### src/hdl/cpr_pkg.sv
package cpr_pkg;

    localparam int unsigned CFG_IDX_BITS = 8;
    localparam logic [CFG_IDX_BITS-1:0] REG_FRAME_COUNT = 8'd0;
    localparam logic [CFG_IDX_BITS-1:0] REG_POLICY_MODE = 8'd1;

    localparam int unsigned FAULT_BITS = 32;
    localparam int unsigned COUNT_BITS = 5;

endpackage

### src/hdl/clock_page_replacement.sv
// A hit or a fill passes through the lookup, write and output states; a replacement adds
// the victim scan, one frame per cycle, between the lookup and the write.
// Throughput: one access at a time; the next access is taken once the result register
// is free. The lookup walks the page memory one frame per cycle over its single read port.
// Reset: asynchronous, active low; clears valid/use/dirty bits, hand, fill and fault counts,
// and sets frame_count to 16 and policy_mode to basic clock. Page memory is not cleared.
module clock_page_replacement
    import cpr_pkg::*;
#(
    parameter int unsigned FRAMES    = 16,
    parameter int unsigned PAGE_BITS = 16
)
(
    input  logic                    clk,
    input  logic                    rst_n,
    input  logic                    s_tvalid,
    output logic                    s_tready,
    // [PAGE_BITS-1:0] page_number, [PAGE_BITS] is_write, zero padded
    input  logic [((PAGE_BITS+1+7)/8)*8-1:0] s_tdata,
    output logic                    m_tvalid,
    input  logic                    m_tready,
    // [0] hit, [4:1] frame_index, [5] evicted, [21:6] evicted_page, [53:22] fault_count
    output logic [55:0]             m_tdata,
    input  logic                    cfg_valid,
    output logic                    cfg_ready,
    input  logic [CFG_IDX_BITS-1:0] cfg_index,
    input  logic [COUNT_BITS-1:0]   cfg_data
);

    localparam int unsigned FB = (FRAMES > 1) ? $clog2(FRAMES) : 1;
    localparam int unsigned NB = $clog2(FRAMES + 1);

    localparam logic [2:0] ST_IDLE   = 3'd0;
    localparam logic [2:0] ST_LOOK   = 3'd1;
    localparam logic [2:0] ST_SCAN   = 3'd2;
    localparam logic [2:0] ST_WRITE  = 3'd3;
    localparam logic [2:0] ST_OUT    = 3'd4;

    logic [PAGE_BITS-1:0] page_mem [FRAMES];
    logic [PAGE_BITS-1:0] rd_data_reg;
    logic [FB-1:0]        rd_addr;
    logic                 mem_we;
    logic [FB-1:0]        mem_waddr;

    logic [FRAMES-1:0] valid_reg, use_reg, dirty_reg;
    logic [FB-1:0]     hand_reg;
    logic [NB-1:0]     filled_reg;
    logic [FAULT_BITS-1:0] fault_reg;
    logic [COUNT_BITS-1:0] fcount_reg;
    logic              mode_reg;

    logic [2:0]        state_reg;
    logic [PAGE_BITS-1:0] page_reg;
    logic              wr_reg;
    logic [NB-1:0]     cnt_reg;      // frames issued in lookup
    logic              rd_pend_reg;  // read data of frame chk_reg valid
    logic [FB-1:0]     chk_reg;      // frame whose data is in rd_data_reg
    logic              hit_reg;
    logic [FB-1:0]     idx_reg;
    logic [FB-1:0]     scan_reg;
    logic [NB-1:0]     step_reg;
    logic [2:0]        pass_reg;
    logic              ev_reg;
    logic [FB-1:0]     hmod_reg;     // hand reduced below the active frame count
    logic [PAGE_BITS-1:0] ev_page_reg;
    logic [55:0]       out_reg;
    logic              out_valid_reg;

    logic [NB-1:0] n_act;
    always_comb
    begin
        if (fcount_reg == '0)
            n_act = NB'(1);
        else if (32'(fcount_reg) > FRAMES)
            n_act = NB'(FRAMES);
        else
            n_act = NB'(fcount_reg);
    end

    function automatic logic [FB-1:0] wrap_inc(input logic [FB-1:0] v, input logic [NB-1:0] n);
        logic [NB:0] s;
        begin
            s = (NB+1)'(v) + 1'b1;
            if (s >= (NB+1)'(n))
                s = '0;
            wrap_inc = s[FB-1:0];
        end
    endfunction

    assign s_tready  = (state_reg == ST_IDLE) && !out_valid_reg;
    assign cfg_ready = 1'b1;
    assign m_tvalid  = out_valid_reg;
    assign m_tdata   = out_reg;

    // Lookup read address and memory write
    assign rd_addr   = cnt_reg[FB-1:0];
    assign mem_we    = (state_reg == ST_WRITE) && !hit_reg;
    assign mem_waddr = idx_reg;

    always_ff @(posedge clk)
    begin
        if (mem_we)
            page_mem[mem_waddr] <= page_reg;
        rd_data_reg <= page_mem[(state_reg == ST_SCAN) ? scan_reg : rd_addr];
    end

    logic cand_ok;
    logic [1:0] want;
    always_comb
    begin
        // scan: want bit 0 = dirty target, bit 1 = clear use while passing
        case (pass_reg)
            3'd0:    want = 2'b00;
            3'd1:    want = 2'b11;
            3'd2:    want = 2'b00;
            default: want = 2'b01;
        endcase
        if (!mode_reg)
            cand_ok = !use_reg[scan_reg];
        else
            cand_ok = !use_reg[scan_reg] && (dirty_reg[scan_reg] == want[0]);
    end

    always_ff @(posedge clk or negedge rst_n)
    begin
        if (!rst_n)
        begin
            state_reg     <= ST_IDLE;
            valid_reg     <= '0;
            use_reg       <= '0;
            dirty_reg     <= '0;
            hand_reg      <= '0;
            filled_reg    <= '0;
            fault_reg     <= '0;
            fcount_reg    <= COUNT_BITS'(16);
            mode_reg      <= 1'b0;
            out_valid_reg <= 1'b0;
            cnt_reg       <= '0;
            rd_pend_reg   <= 1'b0;
            hit_reg       <= 1'b0;
            ev_reg        <= 1'b0;
            pass_reg      <= '0;
            step_reg      <= '0;
            idx_reg       <= '0;
            scan_reg      <= '0;
            chk_reg       <= '0;
            hmod_reg      <= '0;
        end
        else
        begin
            if (cfg_valid && cfg_ready)
            begin
                if (cfg_index == REG_FRAME_COUNT)
                    fcount_reg <= cfg_data;
                else if (cfg_index == REG_POLICY_MODE)
                    mode_reg <= cfg_data[0];
            end
            if (out_valid_reg && m_tready)
                out_valid_reg <= 1'b0;

            unique case (state_reg)
                ST_IDLE:
                begin
                    if (s_tvalid && s_tready)
                    begin
                        page_reg    <= s_tdata[PAGE_BITS-1:0];
                        wr_reg      <= s_tdata[PAGE_BITS];
                        cnt_reg     <= '0;
                        rd_pend_reg <= 1'b0;
                        hit_reg     <= 1'b0;
                        ev_reg      <= 1'b0;
                        hmod_reg    <= hand_reg;
                        state_reg   <= ST_LOOK;
                    end
                end
                ST_LOOK:
                begin
                    // The hand is brought below the frame count by one subtraction per
                    // cycle; the lookup lasts longer than the largest count of steps.
                    if (NB'(hmod_reg) >= n_act)
                        hmod_reg <= FB'(NB'(hmod_reg) - n_act);
                    // One frame read issued per cycle; compare the previous read.
                    if (rd_pend_reg && !hit_reg && valid_reg[chk_reg]
                        && NB'(chk_reg) < n_act && rd_data_reg == page_reg)
                    begin
                        hit_reg <= 1'b1;
                        idx_reg <= chk_reg;
                    end
                    if (cnt_reg < NB'(FRAMES))
                    begin
                        chk_reg     <= cnt_reg[FB-1:0];
                        rd_pend_reg <= 1'b1;
                        cnt_reg     <= cnt_reg + 1'b1;
                    end
                    else
                    begin
                        rd_pend_reg <= 1'b0;
                        if (!rd_pend_reg)
                        begin
                            if (hit_reg)
                                state_reg <= ST_WRITE;
                            else if (filled_reg < n_act)
                            begin
                                idx_reg   <= filled_reg[FB-1:0];
                                state_reg <= ST_WRITE;
                            end
                            else
                            begin
                                scan_reg  <= hmod_reg;
                                step_reg  <= '0;
                                pass_reg  <= '0;
                                state_reg <= ST_SCAN;
                            end
                        end
                    end
                end
                ST_SCAN:
                begin
                    if (cand_ok || pass_reg == 3'd4)
                    begin
                        idx_reg   <= (pass_reg == 3'd4) ? hmod_reg : scan_reg;
                        state_reg <= ST_WRITE;
                        ev_reg    <= 1'b1;
                    end
                    else
                    begin
                        if (!mode_reg || want[1])
                            use_reg[scan_reg] <= 1'b0;
                        scan_reg <= wrap_inc(scan_reg, n_act);
                        if (step_reg + 1'b1 >= n_act)
                        begin
                            step_reg <= '0;
                            pass_reg <= (!mode_reg && pass_reg == 3'd1) ? 3'd4
                                        : pass_reg + 1'b1;
                        end
                        else
                            step_reg <= step_reg + 1'b1;
                    end
                end
                ST_WRITE:
                begin
                    // Evicted page was read from the memory in the cycle before, during the scan.
                    if (hit_reg)
                    begin
                        use_reg[idx_reg] <= 1'b1;
                        if (wr_reg)
                            dirty_reg[idx_reg] <= 1'b1;
                    end
                    else
                    begin
                        valid_reg[idx_reg] <= 1'b1;
                        use_reg[idx_reg]   <= 1'b1;
                        dirty_reg[idx_reg] <= wr_reg;
                        if (!ev_reg)
                            filled_reg <= filled_reg + 1'b1;
                        else
                        begin
                            hand_reg <= wrap_inc(idx_reg, n_act);
                            if (fault_reg != '1)
                                fault_reg <= fault_reg + 1'b1;
                        end
                    end
                    state_reg <= ST_OUT;
                end
                ST_OUT:
                begin
                    out_reg[0]     <= hit_reg;
                    out_reg[4:1]   <= 4'(idx_reg);
                    out_reg[5]     <= ev_reg && valid_reg[idx_reg];
                    out_reg[21:6]  <= (ev_reg && valid_reg[idx_reg]) ?
                                      16'(ev_page_reg) : 16'd0;
                    out_reg[53:22] <= fault_reg;
                    out_reg[55:54] <= 2'b00;
                    out_valid_reg  <= 1'b1;
                    state_reg      <= ST_IDLE;
                end
                default:
                    state_reg <= ST_IDLE;
            endcase
        end
    end

    // Old page of the victim: captured from the read in the scan's final cycle.
    always_ff @(posedge clk)
    begin
        if (state_reg == ST_WRITE)
            ev_page_reg <= rd_data_reg;
    end

endmodule

### config.mk
export PLATFORM = sky130hd
export DESIGN_NAME = clock_page_replacement
export DESIGN_NICKNAME = d
export VERILOG_FILES = /design/src/hdl/cpr_pkg.sv /design/src/hdl/clock_page_replacement.sv
export SDC_FILE = /design/constraint.sdc
export NUM_CORES = 1
export LEC_CHECK = 0
export ABC_CLOCK_PERIOD_IN_PS = 3400
export BUFFER_PORTS_ARGS = -buffer_cell sky130_fd_sc_hd__buf_2
export CELL_PAD_IN_SITES_DETAIL_PLACEMENT = 1
export CELL_PAD_IN_SITES_GLOBAL_PLACEMENT = 1
export CORE_ASPECT_RATIO = 0.75
export CORE_MARGIN = 4
export CORE_UTILIZATION = 51
export DETAILED_ROUTE_END_ITERATION = 7
export GPL_ROUTABILITY_DRIVEN = 1
export PLACE_DENSITY_LB_ADDON = 0.2
export SYNTH_ARGS = -nofsm -noshare
export SYNTH_HDL_FRONTEND = slang
export SYNTH_SLANG_ARGS = --single-unit
### constraint.sdc
create_clock -name clk -period 3.4 [get_ports clk]
set_clock_uncertainty 0.15 [all_clocks]
set_input_delay 1.02 -clock clk [delete_from_list [all_inputs] [get_ports clk]]
set_output_delay 1.02 -clock clk [all_outputs]
set_load 0.03 [all_outputs]
### Word level (Yosys, flattened, before mapping)

Memories as Yosys holds them, arrays and structs flattened. A register that Yosys moved wholly into a read port is not among the register bits.
Index checks and enable logic that the tools add are counted.
W data, S select, Z words.

* add/subtract/negate cells: 8
* multipliers: 0
* div/mod/pow operators: 0
* $lt $le $gt $ge: 13
* equality and inequality tests: 24
* shift operators: 0
* mux-type cells: 78
* bitwise logic cells: 8
* reduce and logical (&&, ||, !) cells: 49

Operators by type and width (count)
* $mux W4: 17
* $mux W16: 4
* $mux W5: 10
* $or A16 B16 Y16: 3
* $mux W3: 11
* $add A32 B1 Y32 const B: 1
* $ne A32 B32 Y1 const B: 1
* $pmux W16 S2: 1
* $reduce_and A3 Y1: 9
* $pmux W4 S2: 3
* $pmux W5 S2: 2
* $ne A2 B2 Y1 const B: 9
* $mux W1: 17
* $and A16 B16 Y16: 1
* $bmux W1 S4: 4
* $bwmux W16: 1
* $eq A16 B16 Y1: 1
* $not A16 Y16: 1
* $add A5 B1 Y5 const B: 3
* $ge A5 B5 Y1: 3
* $lt A4 B5 Y1 const B: 3
* $reduce_and A2 Y1: 7
* $logic_and A1 B1 Y1: 13
* $pmux W3 S4: 1
* 30 further kinds: 54

* register bits: 218
* latch bits: 0
* memory bits (writable): 256
* memory bits (read-only): 0
* input port bits: 42
* output and inout port bits: 59
* memories kept: 1

Memory list
* page_mem: depth 16, width 16, read ports 1, clocked after memory_dff 1, write ports 1, line clock_page_replacement.sv:39 `logic [PAGE_BITS-1:0] page_mem [FRAMES];`

### Logic depth before layout (Yosys ltp)

Gate-level depths: netlist of the first run.

* depth in word-level cells: 12
* gate-level depth with buffers: 11
* gate-level depth less buffers: 11

### Least setup slack after synthesis of the first run

No wires, ideal clock.

* kind: reg-to-reg
* start point: register state_reg[2]
* end point: memory page_mem[10][0] (enable)
* arrival time: 2.498 ns
* required time: 2.839 ns
* slack: 0.341 ns
* cell stages (with the launch flop): 7
* clock period less this slack: 3.059 ns
* cells stage by stage: dfrtp_1 -> buf_2 -> nand3b_2 -> inv_2 -> nand2b_1 -> clkbuf_1 -> nor3_1

* word-level cells in the longest chain between the ends: 4

RTL lines
* start, declared: line clock_page_replacement.sv:52 `logic [2:0] state_reg;`
* start signal, assigned: line clock_page_replacement.sv:128 `state_reg <= ST_IDLE;`
* start signal, assigned: line clock_page_replacement.sv:173 `state_reg <= ST_LOOK;`
* start signal, assigned: line clock_page_replacement.sv:201 `state_reg <= ST_WRITE;`
* $eq A3 B2 Y1: line clock_page_replacement.sv:97 `assign mem_we = (state_reg == ST_WRITE) && !hit_reg;`
* $logic_and A1 B1 Y1: line clock_page_replacement.sv:97
* $mux W1: line clock_page_replacement.sv:102 `if (mem_we)`
* $mux W1 (not written as such): line clock_page_replacement.sv:103 `page_mem[mem_waddr] <= page_reg;`
* end, declared: line clock_page_replacement.sv:39

No other way between the ends.

### Worst setup path in the final report of the first run

* start point: register scan_reg[0]
* end point: register scan_reg[3]

* word-level cells in the longest chain between the ends: 8
* elaborated cells between the ends (all ways): 16

RTL lines
* start, declared: line clock_page_replacement.sv:60 `logic [FB-1:0] scan_reg;`
* start signal, assigned: line clock_page_replacement.sv:209 `scan_reg <= hmod_reg;`
* start signal, assigned: line clock_page_replacement.sv:229 `scan_reg <= wrap_inc(scan_reg, n_act);`
* parallel branches: the longest is 8 deep, another holds $add A4 B1 Y5

Several ways; the timed one is not identified. The select of a mux whose other input is x is not followed.
A chain may end at the register's enable or synchronous reset.

==> results of run 1 <==
critical path, cell delays in order, from the launching register on:
cell	delay, ns
dfrtp_1	0.57
inv_1	0.24
ha_1	0.37
ha_1	0.28
a21o_1	0.16
a21o_1	0.17
a21o_1	0.17
a211oi_1	0.50
a22oi_1	0.16
o21ai_1	0.26
routing by layer:
metal,wire length [µm],part of all wire [%],vias up
li1,-,-,6024
met1,24530,45,6896
met2,25030,46,408
met3,4329,7.9,66
met4,823,1.5,0
met5,0,0,-
area by class of cell:
class | instances | area [µm²]
clock buffers | 62 | 1285
well taps | 520 | 650.6
diodes | 2 | 5.005
multi-input cells | 937 | 6386
fillers | 3861 | 16030
flip-flops and latches | 490 | 13900
clock inverters | 25 | 319.1
inverters | 24 | 90.09
repair buffers | 163 | 1142
cells in the mapped netlist (18+ instances only):
master    count
ha_1         41
a311oi_1     32
xor2_1       26
nand3_1      27
nand2_1     197
dfrtp_1     130
nand4_1      18
a211oi_1     81
edfxtp_1    343
a21oi_1      62
xnor2_1      36
and2_0       50
inv_1        22
and3_1       27
o21ai_0      18
and2_1       18
clkbuf_1     54
nor2_1       48
a31oi_1      54
power by group:
| part | internal, mW | switching [mW] | leakage [nW] | total (mW) |
|---|---|---|---|---|
| Clock | 3.20 | 2.27 | 0.767 | 5.47 |
| Sequential | 7.14 | 0.851 | 4.97 | 7.99 |
| Combinational | 2.24 | 3.46 | 3.13 | 5.71 |
| Total | 12.6 | 6.58 | 8.87 | 19.2 |
path summary, 6_finish.rpt:
kind	to	slack (ns)
hold / removal	m_tdata[53]	0.30
hold reg to reg	m_tdata[53]	0.30
min in group asynchronous	m_tvalid	0.49
setup / recovery	scan_reg[3]	0.26
setup reg to reg	scan_reg[3]	0.26
max in group asynchronous	scan_reg[3]	2.08
cells by family after synthesis:
family / share of synthesized area [%]
other cells: 0.03631
mux: 3.436
compound gates: 10.38
buf+inv: 2.444
fa+ha+maj: 2.577
flops: 67.21
simple gates: 11.30
xor+xnor: 2.626
metrics by stage:
step | total power, mW | instances | instance area, µm²
6_report | 19.17 | 2223 | 23780
5_1_grt | 20.19 | 2221 | 23770
4_1_cts | 19.23 | 2221 | 23770
3_5_place_dp | 13.65 | 2134 | 22170
3_3_place_gp | 13.35 | 2134 | 22170
2_1_floorplan | 11.54 | 1539 | 20690
==> flow_summary_export.csv, run 1 <==
group,metric,value,unit
yosys,synthArstFlopShare,26.73,%
clocking,clock_latency,0.56,ns
floorplan,core,39810,µm²
yosys,ys_ff_latch,490,
floorplan,die_w,240.5,µm
route,wl_per_cell,24.61,µm
timing,min_period,3.136,ns
yosys,synth_edf_count,343,
route,ant_nets,0,
yosys,ys_top_cells_by_area,"edfxtp_1 (50%), dfrtp_1 (16%), nand2_1 (3.6%)",
final_layout,final_cell_mix,"edfxtp_1 (343), nand2_1 (197), dfrtp_1 (130), buf_2 (89), a211oi_1 (81)",
clocking,htreeDepth,2,
critical_path,endpoint_kind,"flip-flop",
final_layout,finalNetCount,1747,
clocking,cts_setup_buffers,0,
clocking,cts_tree,"done",
clocking,cts_resized,0,
critical_path,r2r_start,"scan_reg[0]",
clocking,clk_pin_slew,0.06,ns
floorplan,rows,63,
grt,grt_usage,25.14,%
critical_path,path_max_fanout,7,
route,dr.pass1.iters,5,
yosys,syn_avg_cell_area,13.45,µm²
status,status,"completed",
power,leakagePower,8.868,nW
floorplan,dieArea,43870,µm²
yosys,yosys_warnings,0,
route,wl,54710,µm
power,p_per_area,806.2,nW/µm²
grt,grt_pass1_vias,14140,
floorplan,initial_core_util,51.96,%
clocking,cts_num_sinks,490,
job,maxCapViolations,0,
timing,setup-tns-final,0,ns
hold_path,min_from,"fault_reg[31]",
clocking,root_buffer,"clkbuf_16",
yosys,synthCells,1538,
grt,grt_max_degree,132,
timing,setup_ws,0.2645,ns
route,drc,0,
yosys,ys_types,67,
placement,pre_cts_slack,0.2891,ns
final_layout,area_delta_synth_final,14.97,%
timing,rsz0062_at_grt,"false",
yosys,yosysTopAreaCell,"edfxtp_1",
grt,antenna_found_initial,5,
grt,busiest_layer,"met2",
final_layout,mostFrequentLayoutCell,"edfxtp_1",
clocking,cts_made_buffers,47,
placement,portBuffers,90,
yosys,yosysSeqAreaShare,67.21,%
grt,grt-ovfl-total,0,
critical_path,worst_r2r_path_depth,9,
timing,setup-violations-final,0,
route,num_vias,13390,
placement,hpwl,34900,µm
final_layout,drive_gt1_share,18.69,%
hold_path,worst_hold_path_type,"flip-flop to flip-flop",
clocking,cts_buffer_depth,3,
critical_path,criticalPathCategory,"flip-flop to flip-flop",
yosys,synth_top_area_share,49.80,%
timing,hold_ws,0.2979,ns
critical_path,crit_path_start,"scan_reg[0]",
clocking,cts_hold_buf,0,
power,vdd_drop_max,0.0004341,V
timing,period_share,92.22,%
grt,grt_use_met1,37.45,%
timing,worst_pin_slew,0.7494,ns
final_layout,largest_register_ffs,256,
grt,met2_usage,39.20,%
critical_path,required,3.70,ns
floorplan,pin_count,101,
placement,place.gp.congestion,0.8303,
yosys,yosys_most_used_dff,"edfxtp_1",
floorplan,die_h,182.4,µm
hold_path,whs_path_depth,0,
final_layout,fin_util,59.73,%
critical_path,crit_path_start_kind,"flip-flop",
timing,maxSlewViolCount,0,
yosys,synth_area,20680,µm²
route,drt_iter0_drc,1306,
timing,finalHoldViolations,0,
critical_path,arrival,3.44,ns
grt,grt_pass1_wl,84680,µm
timing,timing.fmax,318.9,MHz
route,drt-vias-per-instance,6.025,
grt,grt.met3_usage,5.076,%
timing,slew-limit-headroom,50.04,%
Note: power is estimated with default switching activity, not from simulation.
==> inputs of run 2 (changes only) <==
REMOVE_ABC_BUFFERS = 1   (was unset)
==> run 2 against run 1 <==
  * Sequential power fell by 0.9%
  * Final cell count fell by 0.18%
  * Via count rose by 1.4%
  * Global-route usage rose by 0.54 points
  * Critical path type unchanged
  * Register-to-register slack got worse by 0.09 ns
  * Clock-buffer cell count fell by 4
  * Clock power fell by 1%
  * Flip-flop and latch count did not move
==> flow_summary_export.csv, run 2 (synthesis results as in run 1) <==
group,metric,value,unit
critical_path,crit_path_start_kind,"flip-flop",
final_layout,area_delta_synth_final,14.61,%
clocking,cts_buffer_depth,3,
clocking,cts_made_buffers,48,
floorplan,core,39810,µm²
critical_path,endpoint_kind,"flip-flop",
critical_path,required,3.74,ns
timing,finalHoldViolations,0,
status,status,"completed",
route,ant_nets,0,
floorplan,die_h,182.4,µm
clocking,cts_setup_buffers,0,
timing,period_share,94.92,%
timing,rsz0062_at_grt,"false",
grt,grt_usage,25.69,%
final_layout,largest_register_ffs,256,
power,p_per_area,798.7,nW/µm²
route,dr.pass1.iters,5,
final_layout,final_cell_mix,"edfxtp_1 (343), nand2_1 (197), dfrtp_1 (130), buf_2 (89), a211oi_1 (81)",
timing,setup-violations-final,0,
final_layout,finalNetCount,1743,
final_layout,fin_util,59.55,%
final_layout,drive_gt1_share,18.60,%
final_layout,mostFrequentLayoutCell,"edfxtp_1",
critical_path,ff2ff_setup_slack,0.17,ns
critical_path,path_max_fanout,40,
clocking,clock_latency,0.58,ns
grt,grt_max_degree,120,
route,num_vias,13580,
critical_path,criticalPathCategory,"flip-flop to flip-flop",
critical_path,worst_r2r_path_depth,8,
clocking,htreeDepth,2,
final_layout,n_fill_cell,3854,
timing,timing.fmax,309.9,MHz
hold_path,worst_hold_path_type,"primary input to async pin",
grt,grt_pass1_vias,14340,
route,drc,0,
critical_path,arrival,3.57,ns
critical_path,r2r-end,"rd_data_reg[8]",
route,wl,55980,µm
placement,place.gp.congestion,0.8113,
placement,hpwl,34500,µm
timing,worst_pin_slew,0.7410,ns
power,leakagePower,8.824,nW
floorplan,initial_core_util,51.96,%
grt,antenna_found_initial,2,
floorplan,rows,63,
grt,grt_pass1_wl,86050,µm
power,vdd_drop_max,0.0005351,V
clocking,cts_num_sinks,490,
timing,maxSlewViolCount,0,
route,drt-vias-per-instance,6.120,
final_layout,diodes,0,
critical_path,r2r_start,"state_reg[1]",
floorplan,dieArea,43870,µm²
job,maxCapViolations,0,
placement,portBuffers,90,
timing,slew-limit-headroom,50.42,%
timing,min_period,3.227,ns
route,wl_per_cell,25.23,µm
route,drt_iter0_drc,1192,
floorplan,die_w,240.5,µm
clocking,clk_pin_slew,0.07,ns
timing,hold_ws,0.1086,ns
clocking,root_buffer,"clkbuf_16",
grt,grt-ovfl-total,0,
clocking,cts_tree,"done",
floorplan,pin_count,101,
run 2: cell types whose count changed in the layout (fill, tap and decap cells not counted), moves of 2 or more:
cell        before  now
buf_12          11    9
buf_4           62   59
clkbuf_1        12    6
bufinv_16        7    4
diode_2          2    0
clkinv_1         4   11
clkinvlp_4       5    7
run 2: worst max path at each step:
| stage | start | to | slack (ns) |
|---|---|---|---|
| floorplan | state_reg[0] | rd_data_reg[0] | -4.50 |
| global placement | scan_reg[1] | scan_reg[0] | 0.34 |
| detailed placement | scan_reg[1] | scan_reg[3] | 0.27 |
| CTS | state_reg[0] | s_tready | 0.21 |
| global route | state_reg[0] | rd_data_reg[8] | 0.005 |
| finish | state_reg[1] | rd_data_reg[8] | 0.17 |
run 2: repair_timing:
action / CTS / global route
endpoints found under the setup margin: 0 / 1
hold buffers: 0 / 0
gates resized for setup: 0 / 1
hold endpoints to repair: 0 / 0
run 2: report_power, final:
part	switching (mW)	total, mW	internal [mW]	leakage, nW
Combinational	3.47	5.62	2.15	3.10
Clock	2.34	5.39	3.05	0.755
Sequential	0.785	7.92	7.14	4.97
run 2: routing by layer:
| metal | vias to the layer above | track usage [%] | part of all wire, % |
|---|---|---|---|
| met5 | - | 0 | 0 |
| met4 | 0 | 7.407 | 2.4 |
| met3 | 94 | 4.306 | 5.8 |
| met2 | 394 | 41.21 | 48 |
| met1 | 7084 | 36.66 | 44 |
| li1 | 6009 | - | - |
run 2: through the flow:
step	TNS [ns]	cell area (µm²)	cells	setup WS (ns)	total power [mW]
6_report	0	23700	2219	0.1729	18.93
3_3_place_gp	0	22110	2129	0.3369	13.19
5_1_grt	0	23700	2219	0.005396	19.88
3_5_place_dp	0	22110	2129	0.2652	13.54
2_1_floorplan	-71.93	20270	1451	-4.495	11.22
4_1_cts	0	23700	2219	0.2098	18.97
run 2: worst max-delay path: stages (launching register included):
cell	delay, ns
dfrtp_1	0.53
nor3b_2	0.56
buf_4	0.28
mux2i_4	0.29
buf_4	0.45
a211oi_1	0.15
a311oi_1	0.43
a211oi_1	0.12
a21oi_1	0.15
run 2: area by class of cell:
cell class	instances	area (µm²)	area share (%)
multi-input combinational	937	6392	26.97
clock buffer	58	1301	5.490
clock inverter	32	290.3	1.225
sequential	490	13900	58.64
inverter	24	90.09	0.3800
timing repair buffer	158	1080	4.555
tap	520	650.6	2.745
